## src/sv/fpq16_pkg.sv

```systemverilog
package fpq16_pkg;

	// Word format: signed fixed point with FRAC_BITS fraction bits.
	localparam int WORD_BITS = 32;
	localparam int FRAC_BITS = 16;

	// The divider works on the magnitude of the dividend shifted left by the
	// fraction width. It handles DIV_STEPS quotient bits per pipeline stage.
	// The dividend is padded with leading zeros so that it fills a whole
	// number of stages.
	localparam int DVD_BITS   = WORD_BITS + FRAC_BITS;
	localparam int DIV_STEPS  = 4;
	localparam int DIV_STAGES = (DVD_BITS + DIV_STEPS - 1) / DIV_STEPS;
	localparam int DVD_PAD    = DIV_STAGES * DIV_STEPS;

	typedef enum logic [1:0] {
		MODE_ADD = 2'd0,
		MODE_SUB = 2'd1,
		MODE_MUL = 2'd2,
		MODE_DIV = 2'd3
	} mode_t;

	typedef struct packed {
		mode_t                        mode;
		logic signed [WORD_BITS-1:0]  operand_a;
		logic signed [WORD_BITS-1:0]  operand_b;
	} req_t;

	typedef struct packed {
		logic signed [WORD_BITS-1:0]  result;
		logic                         divide_by_zero;
	} res_t;

	// State that travels down the divider pipeline with each request.
	typedef struct packed {
		mode_t                   mode;
		logic                    neg;
		logic                    dz;
		logic [WORD_BITS-1:0]    mb;
		logic [WORD_BITS:0]      rem;
		logic [DVD_PAD-1:0]      dvd;
		logic [WORD_BITS-1:0]    quo;
		logic [WORD_BITS-1:0]    other;
	} div_t;

endpackage

```

## src/sv/fpq16_div_stage.sv

```systemverilog
module fpq16_div_stage (
	input  logic              clk,
	input  logic              arst_n,
	input  logic              adv,
	input  logic              in_valid,
	input  fpq16_pkg::div_t   din,
	output logic              out_valid,
	output fpq16_pkg::div_t   dout
);

	fpq16_pkg::div_t nxt;
	logic            valid_q;
	fpq16_pkg::div_t data_q;

	// Several restoring division steps: shift in one dividend bit, then
	// subtract the divisor if the partial remainder is large enough.
	always_comb begin
		logic [fpq16_pkg::WORD_BITS:0] r;
		nxt = din;
		r   = '0;
		for (int i = 0; i < fpq16_pkg::DIV_STEPS; i++) begin
			r = {nxt.rem[fpq16_pkg::WORD_BITS-1:0], nxt.dvd[fpq16_pkg::DVD_PAD-1]};
			nxt.dvd = nxt.dvd << 1;
			if (r >= {1'b0, nxt.mb}) begin
				nxt.rem = r - {1'b0, nxt.mb};
				nxt.quo = {nxt.quo[fpq16_pkg::WORD_BITS-2:0], 1'b1};
			end else begin
				nxt.rem = r;
				nxt.quo = {nxt.quo[fpq16_pkg::WORD_BITS-2:0], 1'b0};
			end
		end
	end

	// The valid bit is cleared by reset; the payload needs none.
	always_ff @(posedge clk or negedge arst_n) begin
		if (!arst_n) begin
			valid_q <= 1'b0;
		end else if (adv) begin
			valid_q <= in_valid;
		end
	end

	always_ff @(posedge clk) begin
		if (adv) begin
			data_q <= nxt;
		end
	end

	assign out_valid = valid_q;
	assign dout      = data_q;

endmodule

```

## config.mk

```make
export PLATFORM = sky130hd
export DESIGN_NAME = fpq16_div_stage
export DESIGN_NICKNAME = d
export VERILOG_FILES = /design/src/sv/fpq16_pkg.sv /design/src/sv/fpq16_div_stage.sv
export SDC_FILE = /design/constraint.sdc
export NUM_CORES = 1
export LEC_CHECK = 0
export CAP_MARGIN = 20
export CORE_MARGIN = 5
export CORE_UTILIZATION = 41
export CTS_BUF_LIST = sky130_fd_sc_hd__clkbuf_8
export DETAILED_ROUTE_END_ITERATION = 10
export DONT_BUFFER_PORTS = 1
export GPL_ROUTABILITY_DRIVEN = 0
export PLACE_DENSITY = 0.56
export SYNTH_ARGS = -nofsm -noshare
export SYNTH_HDL_FRONTEND = slang
export SYNTH_SLANG_ARGS = --single-unit
```

## constraint.sdc

```tcl
create_clock -name clk -period 0.9 [get_ports clk]
set_input_delay 0.045 -clock clk [delete_from_list [all_inputs] [get_ports clk]]
set_output_delay 0.045 -clock clk [all_outputs]
set_load 0.02 [all_outputs]
```

# ---- Yosys cells after proc, flatten, opt, wreduce, memory -nomap -nowiden
# Index checks and enable logic that the tools add are counted.
dict set report classes {
  addsub 4
  magnitude_cmp 4
  mux 8
}
# operator count
set op_table {}
lappend op_table {{$ge A33 B32 Y1} 4}
lappend op_table {{$mux W32} 3}
lappend op_table {{$sub A32 B32 Y32} 3}
lappend op_table {{$mux W33} 1}
lappend op_table {{$sub A33 B32 Y33} 1}
lappend op_table {{$mux W1} 4}
dict set report word_totals {
  out_inout_bits 182
  in_bits 185
  wordCells 25
  regBits 178
}

# ---- Longest topological paths before layout
# Gate-level depths: netlist of run 1.
dict set report logic_depth {
  depth_word 8
  ltp_mapped 54
  ltp_nobuf 46
}

# ---- Worst setup path after synthesis of run 1
# No wires, ideal clock.
dict set report synth_path {
  kind {input to register}
  from {input port din[153] (netlist bit)}
  to {register data_q (netlist bit dout[116]) (data pin)}
  required_time_ps 640
  arrival_ps 9810
  slack_ps -9170
  cell_stages 49
  setup_time_ps 260
  path_buffers 8
  path_cell_list {inv_1 > ha_1 > buf_6 > nand4_1 > nor3_1 > o311ai_2 > a31o_2 > o21ai_1 > a21oi_1 > inv_2 > clkbuf_1 > mux2_2 > ha_1 > nand4_1 > a21oi_1 > nor4_1 > nor3_1 > o21a_1 > [... 13 more ...] > and2_4 > buf_8 > inv_8 > buf_4 > mux2_2 > ha_1 > a21o_1 > a21o_1 > a21oi_1 > o21a_1 > o21ai_0 > a21oi_1 > o21a_1 > o211ai_1 > a211o_1 > buf_6 > buf_12 > mux2_4}
}
# element line_no
set synth_rtl {}
lappend synth_rtl {{start: declaration} fpq16_div_stage.sv:6} ;# input fpq16_pkg::div_t din,
lappend synth_rtl {{end signal: assignment} fpq16_div_stage.sv:45} ;# data_q <= nxt;
lappend synth_rtl {{end: declaration} fpq16_div_stage.sv:13} ;# fpq16_pkg::div_t data_q;

==> results of run 1 <==
[worst max path at each step]
| stage | endpoint | slack (ns) |
|---|---|---|
| 3_3_place_gp | dout[114] | -8.81 |
| 5_1_grt | dout[135] | -8.48 |
| 6_report | dout[134] | -8.27 |
| 4_1_cts | dout[124] | -7.92 |
| 2_1_floorplan | dout[116] | -8.19 |
| 3_5_place_dp | dout[113] | -8.95 |
[routing by layer]
layer	track usage (%)	routed length, microns
met2	46.8	26400
met5	0	0
met4	6.49	1250
met1	36.1	23500
met3	6.03	3630
[sequential cells by signal (all words and copies together) (netlist names)]
register   cells
out_valid      1
dout         177
[power breakdown]
group          leakage (uW)  switching, uW  internal [uW]  total, uW
registers           0.00174           2630          12300      14900
logic               0.00773          29200          40700      69900
clock network      0.000197           3360           2320       5670
total               0.00967          35100          55300      90400
[per-stage QoR]
step                total power (uW)  setup slack (ns)  instance area, sq um  hold slack, ns  cells
floorplan                      53200             -8.19                 14700          -0.251   1371
global placement               74900             -8.81                 19000          -0.250   2316
detailed placement             76000             -8.95                 19000          -0.250   2316
CTS                            87800             -7.92                 22000          -0.400   2557
global route                   96600             -8.48                 22300          -0.401   2571
finish                         90400             -8.27                 22300          -0.344   2571
[layout make-up]
type	count	area share, %
timing repair buffer	756	28.5
antenna	2	0.0224
timing repair inverter	1	0.0280
sequential	178	23.9
clock inverter	15	0.750
tap	448	2.51
clock buffer	17	1.05
multi-input combinational	1086	41.9
inverter	68	1.37
[logic make-up after synthesis]
kind of cell,after synthesis,share of synthesized area (%)
AO/OA/AOI/OAI,414,19.4
AND/OR/NAND/NOR,341,12.3
flip-flops,178,38.0
adder cells (fa/ha/maj),132,12.0
buffers and inverters,107,3.94
XOR/XNOR,103,6.42
multiplexers,92,8.00
other,1,0.0267
[layout by cell type, fill, tap and decap left out, types with 7 or more instances in the layout]
cell / n
nor2b_1: 13
dlygate4sd3_1: 144
a21o_1: 52
and3_2: 7
xnor2_1: 72
o21ai_2: 11
o21ai_1: 18
o21ai_0: 44
o21bai_1: 7
xor2_1: 31
ha_1: 77
nand2b_1: 15
edfxtp_1: 177
clkinvlp_4: 11
mux2_4: 41
inv_1: 49
and2_1: 10
a31oi_1: 8
o211ai_1: 14
nor3_1: 25
a211oi_2: 7
or2_2: 7
mux2_2: 41
a211oi_1: 8
nor2_1: 64
a21oi_2: 27
nand2_1: 75
ha_4: 45
buf_6: 12
buf_12: 11
buf_4: 580
clkbuf_8: 17
nand3_1: 40
nand4_1: 15
a21oi_1: 106
and3_1: 13
o21a_1: 24
[what timing repair did]
action | in CTS | in global routing
cloned | 6 | 1
resized for setup | 114 | 61
buffers inserted | 59 | 14
hold endpoints to repair | 320 | 178
setup endpoints to repair | 215 | 215
pin swaps | 40 | 17
==> out/metrics.cfg, run 1 <==
[floorplan]
dieArea_sq_mm = 0.0381
io_pins = 367
initial_core_util_pct = 41.7
die_w_microns = 195
die_h_microns = 195
rows = 67
core_sq_mm = 0.0337

[yosys]
synth_area_leaders = edfxtp_1 38%, ha_1 11%, a21oi_1 4.8%, xnor2_1 4.5%, mux2_2 4.4%
async_flop_share_pct = 0.562
synth_seq_cells = 178
synth_commonest_cells = 177 x edfxtp_1, 136 x a21oi_1, 128 x ha_1
syn_area_per_cell_sq_um = 10.3
synthDistinctLibCells = 92
yosysSeqAreaShare_pct = 38.0
netlist.area_leader.share_pct = 37.8
synth_flop_cell = edfxtp_1
yosysWarnings = 0
synth.most_common_cell = edfxtp_1
synth_area_sq_mm = 0.0141
synth-edff-count = 177
syn_inst = 1368
synth_top_area_cell = edfxtp_1

[critical_path]
critical_path_class = primary input to flip-flop
r2r_slack_ns = 0.11
critPathLaunch = din[164]
path_depth = 57
r2r_cells = 1
cp.arrival_ns = 9.41
reg2reg_to = out_valid
cp_slowest_cell = a211o_2
cpPeakStageDelay_ns = 0.36
cp_max_fo = 6
worst_setup_path_start_kind = primary input
path_delay_family = compound AO/OA/AOI/OAI gates
crit_top_cell = buf_4
critPathRequiredTime_ns = 1.14
cp.buffers_inverters = 26
r2r-start = out_valid
endpoint_kind = flip-flop

[global_routing]
grt_antenna_before_repair = 2
track_usage_pct = 27.5
grt_max_degree = 179
first_global_vias = 14012
globalRouteOverflowTotal = 0
grt_pass1_wl_microns = 82000

[final_layout]
post-route-util_pct = 66.3
area_delta_synth_final_pct = 59.0
layout-drive-gt1-share_pct = 44.4
final.fill_count = 2668
regArea_sq_mm = 0.00534
nets = 2425
multiInputGateArea_sq_mm = 0.00936

[detailed_routing]
avgViaCountPerCell = 5.39
routed_wl_microns = 54800
wl_per_cell_microns = 21.3
drtIter0Drc = 859
final_antenna_net_count = 0
drc = 0
vias = 13853
first_pass_iters = 5

[clocking]
clk_path_buf_depth = 2
cts_tree = done
numCtsBuffers = 17
ctsRootBufferMaster = clkbuf_8
path_clk_slew_ns = 0.11
hold_buffers = 144
cts_htree_levels = 4
cts.sinks = 178
clk_latency_ns = 0.49

[timing]
fin_skew_ns = 0
max_slew_margin_pct = 60.3
postLayoutSetupSlackWorst_ns = -8.27
final-setup-viol-count = 215
fin_tns_setup_ns = -316.08
fin_crit_sh_pct = 1020
tightestPinTransition_ns = 0.594
grt_setup_unrepaired = yes
max_freq_mhz = 109
finalCriticalPeriod_ns = 9.17
hold_viol = 116
final_max_slew_viol_count = 0
hold_slack_ns = -0.344

[hold_path]
min_path_type = primary input to flip-flop
min_to = dout[150]
hold_path_depth = 0
hold_start = adv

[flow_run]
max_cap_violations = 0

[pwr]
ir_drop_mv = 2.41
cellPowerDensity_mw_per_mm2 = 4050
power_leakage_uw = 0.00967

[placement]
placement.io_buffers = 0
post-dp-hpwl_microns = 42500

[run_status]
status = finished with violations
violations = negative hold slack, negative setup slack

Note: power is estimated with default switching activity, not from simulation.
==> run 2: changes to the inputs <==
- ABC_AREA: default -> 1
==> run 2 against run 1 <==
- the flow still finishes with violations (negative hold slack, negative setup slack)
- clock-buffer cell count stayed put
- die area rose by 4.4%
- worst setup slack improved by 2.1 ns
- fmax up 30%
- hold slack worse by 0.015 ns
- utilization is 5.1 points higher
- non-clock buffer count grew 137
- via count is 22% higher
- power rose by 3.9%
- sequential power decreased by 4%
==> out/metrics.cfg, run 2 <==
[critical_path]
cp.arrival_ns = 7.34
r2r_cells = 1
cp_slowest_cell = ha_4
critical_path_class = primary input to flip-flop
endpoint_kind = flip-flop
r2r_slack_ns = 0.12
reg2reg_to = out_valid
cp_max_fo = 15
critPathLaunch = din[154]
r2r-start = out_valid
cpPeakStageDelay_ns = 0.35
crit_top_cell = nand2_2
critPathRequiredTime_ns = 1.18
worst_setup_path_start_kind = primary input

[floorplan]
initial_core_util_pct = 41.5
core_sq_mm = 0.0355
io_pins = 367
dieArea_sq_mm = 0.0398
rows = 69
die_w_microns = 199
die_h_microns = 199

[clocking]
clk_latency_ns = 0.51
cts_tree = done
cts.sinks = 178
hold_buffers = 144
numCtsBuffers = 17
ctsRootBufferMaster = clkbuf_8
path_clk_slew_ns = 0.11
cts_htree_levels = 4
clk_path_buf_depth = 2

[yosys]
syn_area_per_cell_sq_um = 7.66
synth_area_leaders = edfxtp_1 36%, nand2_1 16%, ha_1 11%, inv_1 5.3%, a21oi_1 4.8%
synthDistinctLibCells = 53
synth_seq_cells = 178
yosysSeqAreaShare_pct = 36.3
synth_area_sq_mm = 0.0147
netlist.area_leader.share_pct = 36.1
synth_flop_cell = edfxtp_1
synth_commonest_cells = 609 x nand2_1, 207 x inv_1, 177 x edfxtp_1
synth.most_common_cell = nand2_1
async_flop_share_pct = 0.562
yosysWarnings = 0
synth-edff-count = 177
synth_top_area_cell = edfxtp_1
syn_inst = 1922

[placement]
place_ws_ns = -7.05
placement.io_buffers = 0
post-dp-hpwl_microns = 45600
placedCellCount = 2984

[detailed_routing]
routed_wl_microns = 61000
wl_per_cell_microns = 18.6
final_antenna_net_count = 0
vias = 16934
drtIter0Drc = 1090
avgViaCountPerCell = 5.16
drc = 0
first_pass_iters = 5

[run_status]
status = finished with violations
violations = negative hold slack, negative setup slack

[global_routing]
grt_antenna_before_repair = 0
grt_pass1_wl_microns = 88500
track_usage_pct = 28.6
first_global_vias = 16747
grt_max_degree = 179
globalRouteOverflowTotal = 0

[timing]
hold_viol = 178
tightestPinTransition_ns = 0.535
finalCriticalPeriod_ns = 7.06
max_freq_mhz = 142
grt_setup_unrepaired = yes
final-setup-viol-count = 215
max_slew_margin_pct = 63.9
hold_slack_ns = -0.359
postLayoutSetupSlackWorst_ns = -6.16
fin_crit_sh_pct = 784
final_max_slew_viol_count = 0
fin_skew_ns = 0

[final_layout]
largest_reg_flops = 177
post-route-util_pct = 71.4
layout-drive-gt1-share_pct = 42.8
final.fill_count = 2701
nets = 3125
area_delta_synth_final_pct = 72.3
diodes = 0
layout_commonest_cell = buf_4
layout.cells.non_filler = 3282
mostFrequentLayoutCells = 711 x buf_4, 496 x nand2_1, 177 x edfxtp_1

[pwr]
cellPowerDensity_mw_per_mm2 = 3710
ir_drop_mv = 3.65
power_leakage_uw = 0.0116

[hold_path]
min_to = dout[106]
hold_start = adv
min_path_type = primary input to flip-flop
hold_path_depth = 0

[flow_run]
max_cap_violations = 0

[run 2: changes by cell type after synthesis, sizes merged, moves of 15 or more]
cell	delta
a21o	-40
and3	-23
clkbuf	-16
inv	+147
mux2	-81
nand2	+540
nand2b	-15
nand3	+95
nor2	+59
nor2b	-16
o21a	-17
o21ai	+23
xnor2	-22
xor2	+17
[run 2: logic make-up (layout without fill, tap and decap cells)]
family / Yosys count / after routing / share of synthesized area, %
AOI/OAI and AO/OA: 308 / 308 / 11.8
xor gates and xnor gates: 98 / 98 / 5.83
adders and majority gates: 132 / 132 / 11.4
buffers and inverters: 249 / 1141 / 7.00
DFF: 178 / 178 / 36.3
muxes: 1 / 1 / 0.0765
other: 1 / 4 / 0.0255
and+or+nand+nor: 955 / 959 / 27.5
[run 2: cell type report]
class                   count  area (sq um)  area share [%]
well taps                 461           577            2.28
repair inverters            1          11.3          0.0444
multi-input cells        1502         10700            42.3
inverters                 215           882            3.48
clock buffers              17           234           0.923
repair buffers            893          7400            29.2
clock inverters            15           168           0.661
flip-flops and latches    178          5340            21.1
[run 2: report_power, final]
group | internal, uW | switching, uW | leakage, uW
registers | 12000 | 2310 | 0.00174
logic | 37800 | 36100 | 0.00966
clock network | 2080 | 3650 | 0.000197
total | 51900 | 42100 | 0.0116
[run 2: worst max-delay path: cells and delay by family]
kind                     cells  cell delay [ns]
buffers and inverters       10             1.35
adder cells (fa/ha/maj)      4             1.06
AND/OR/NAND/NOR             25             2.44
AO/OA/AOI/OAI               16             2.38
[run 2: stage by stage]
stage | setup TNS [ns] | cell area [sq um] | total power, uW
6_report | -243.27 | 25300 | 94000
4_1_cts | -247.29 | 23800 | 85100
3_5_place_dp | -247.52 | 20800 | 73200
5_1_grt | -262.86 | 25300 | 100000
2_1_floorplan | -211.40 | 15600 | 45500
3_3_place_gp | -241.69 | 20800 | 72100
[run 2: worst max-delay path by stage]
| stage | slack (ns) | cells after the start | to |
|---|---|---|---|
| after CTS | -6.01 | 55 | dout[128] |
| after floorplan | -6.03 | 57 | dout[143] |
| after global placement | -6.86 | 48 | dout[122] |
| after global routing | -6.45 | 53 | dout[128] |
| after detailed placement | -7.05 | 48 | dout[121] |
| final | -6.16 | 55 | dout[144] |
[run 2: layer usage]
metal	GRT usage (%)	routed length (microns)
met1	35.8	24700
met2	50.5	30600
met3	5.04	3770
met4	8.91	1880
met5	0	0
[run 2: timing repair]
item                       4_1_cts  5_1_grt
gates resized for setup        122      257
gates cloned                     7        5
buffers inserted                70       46
setup endpoints to repair      215      215
pin swaps                       53      118
hold endpoints to repair       320      178
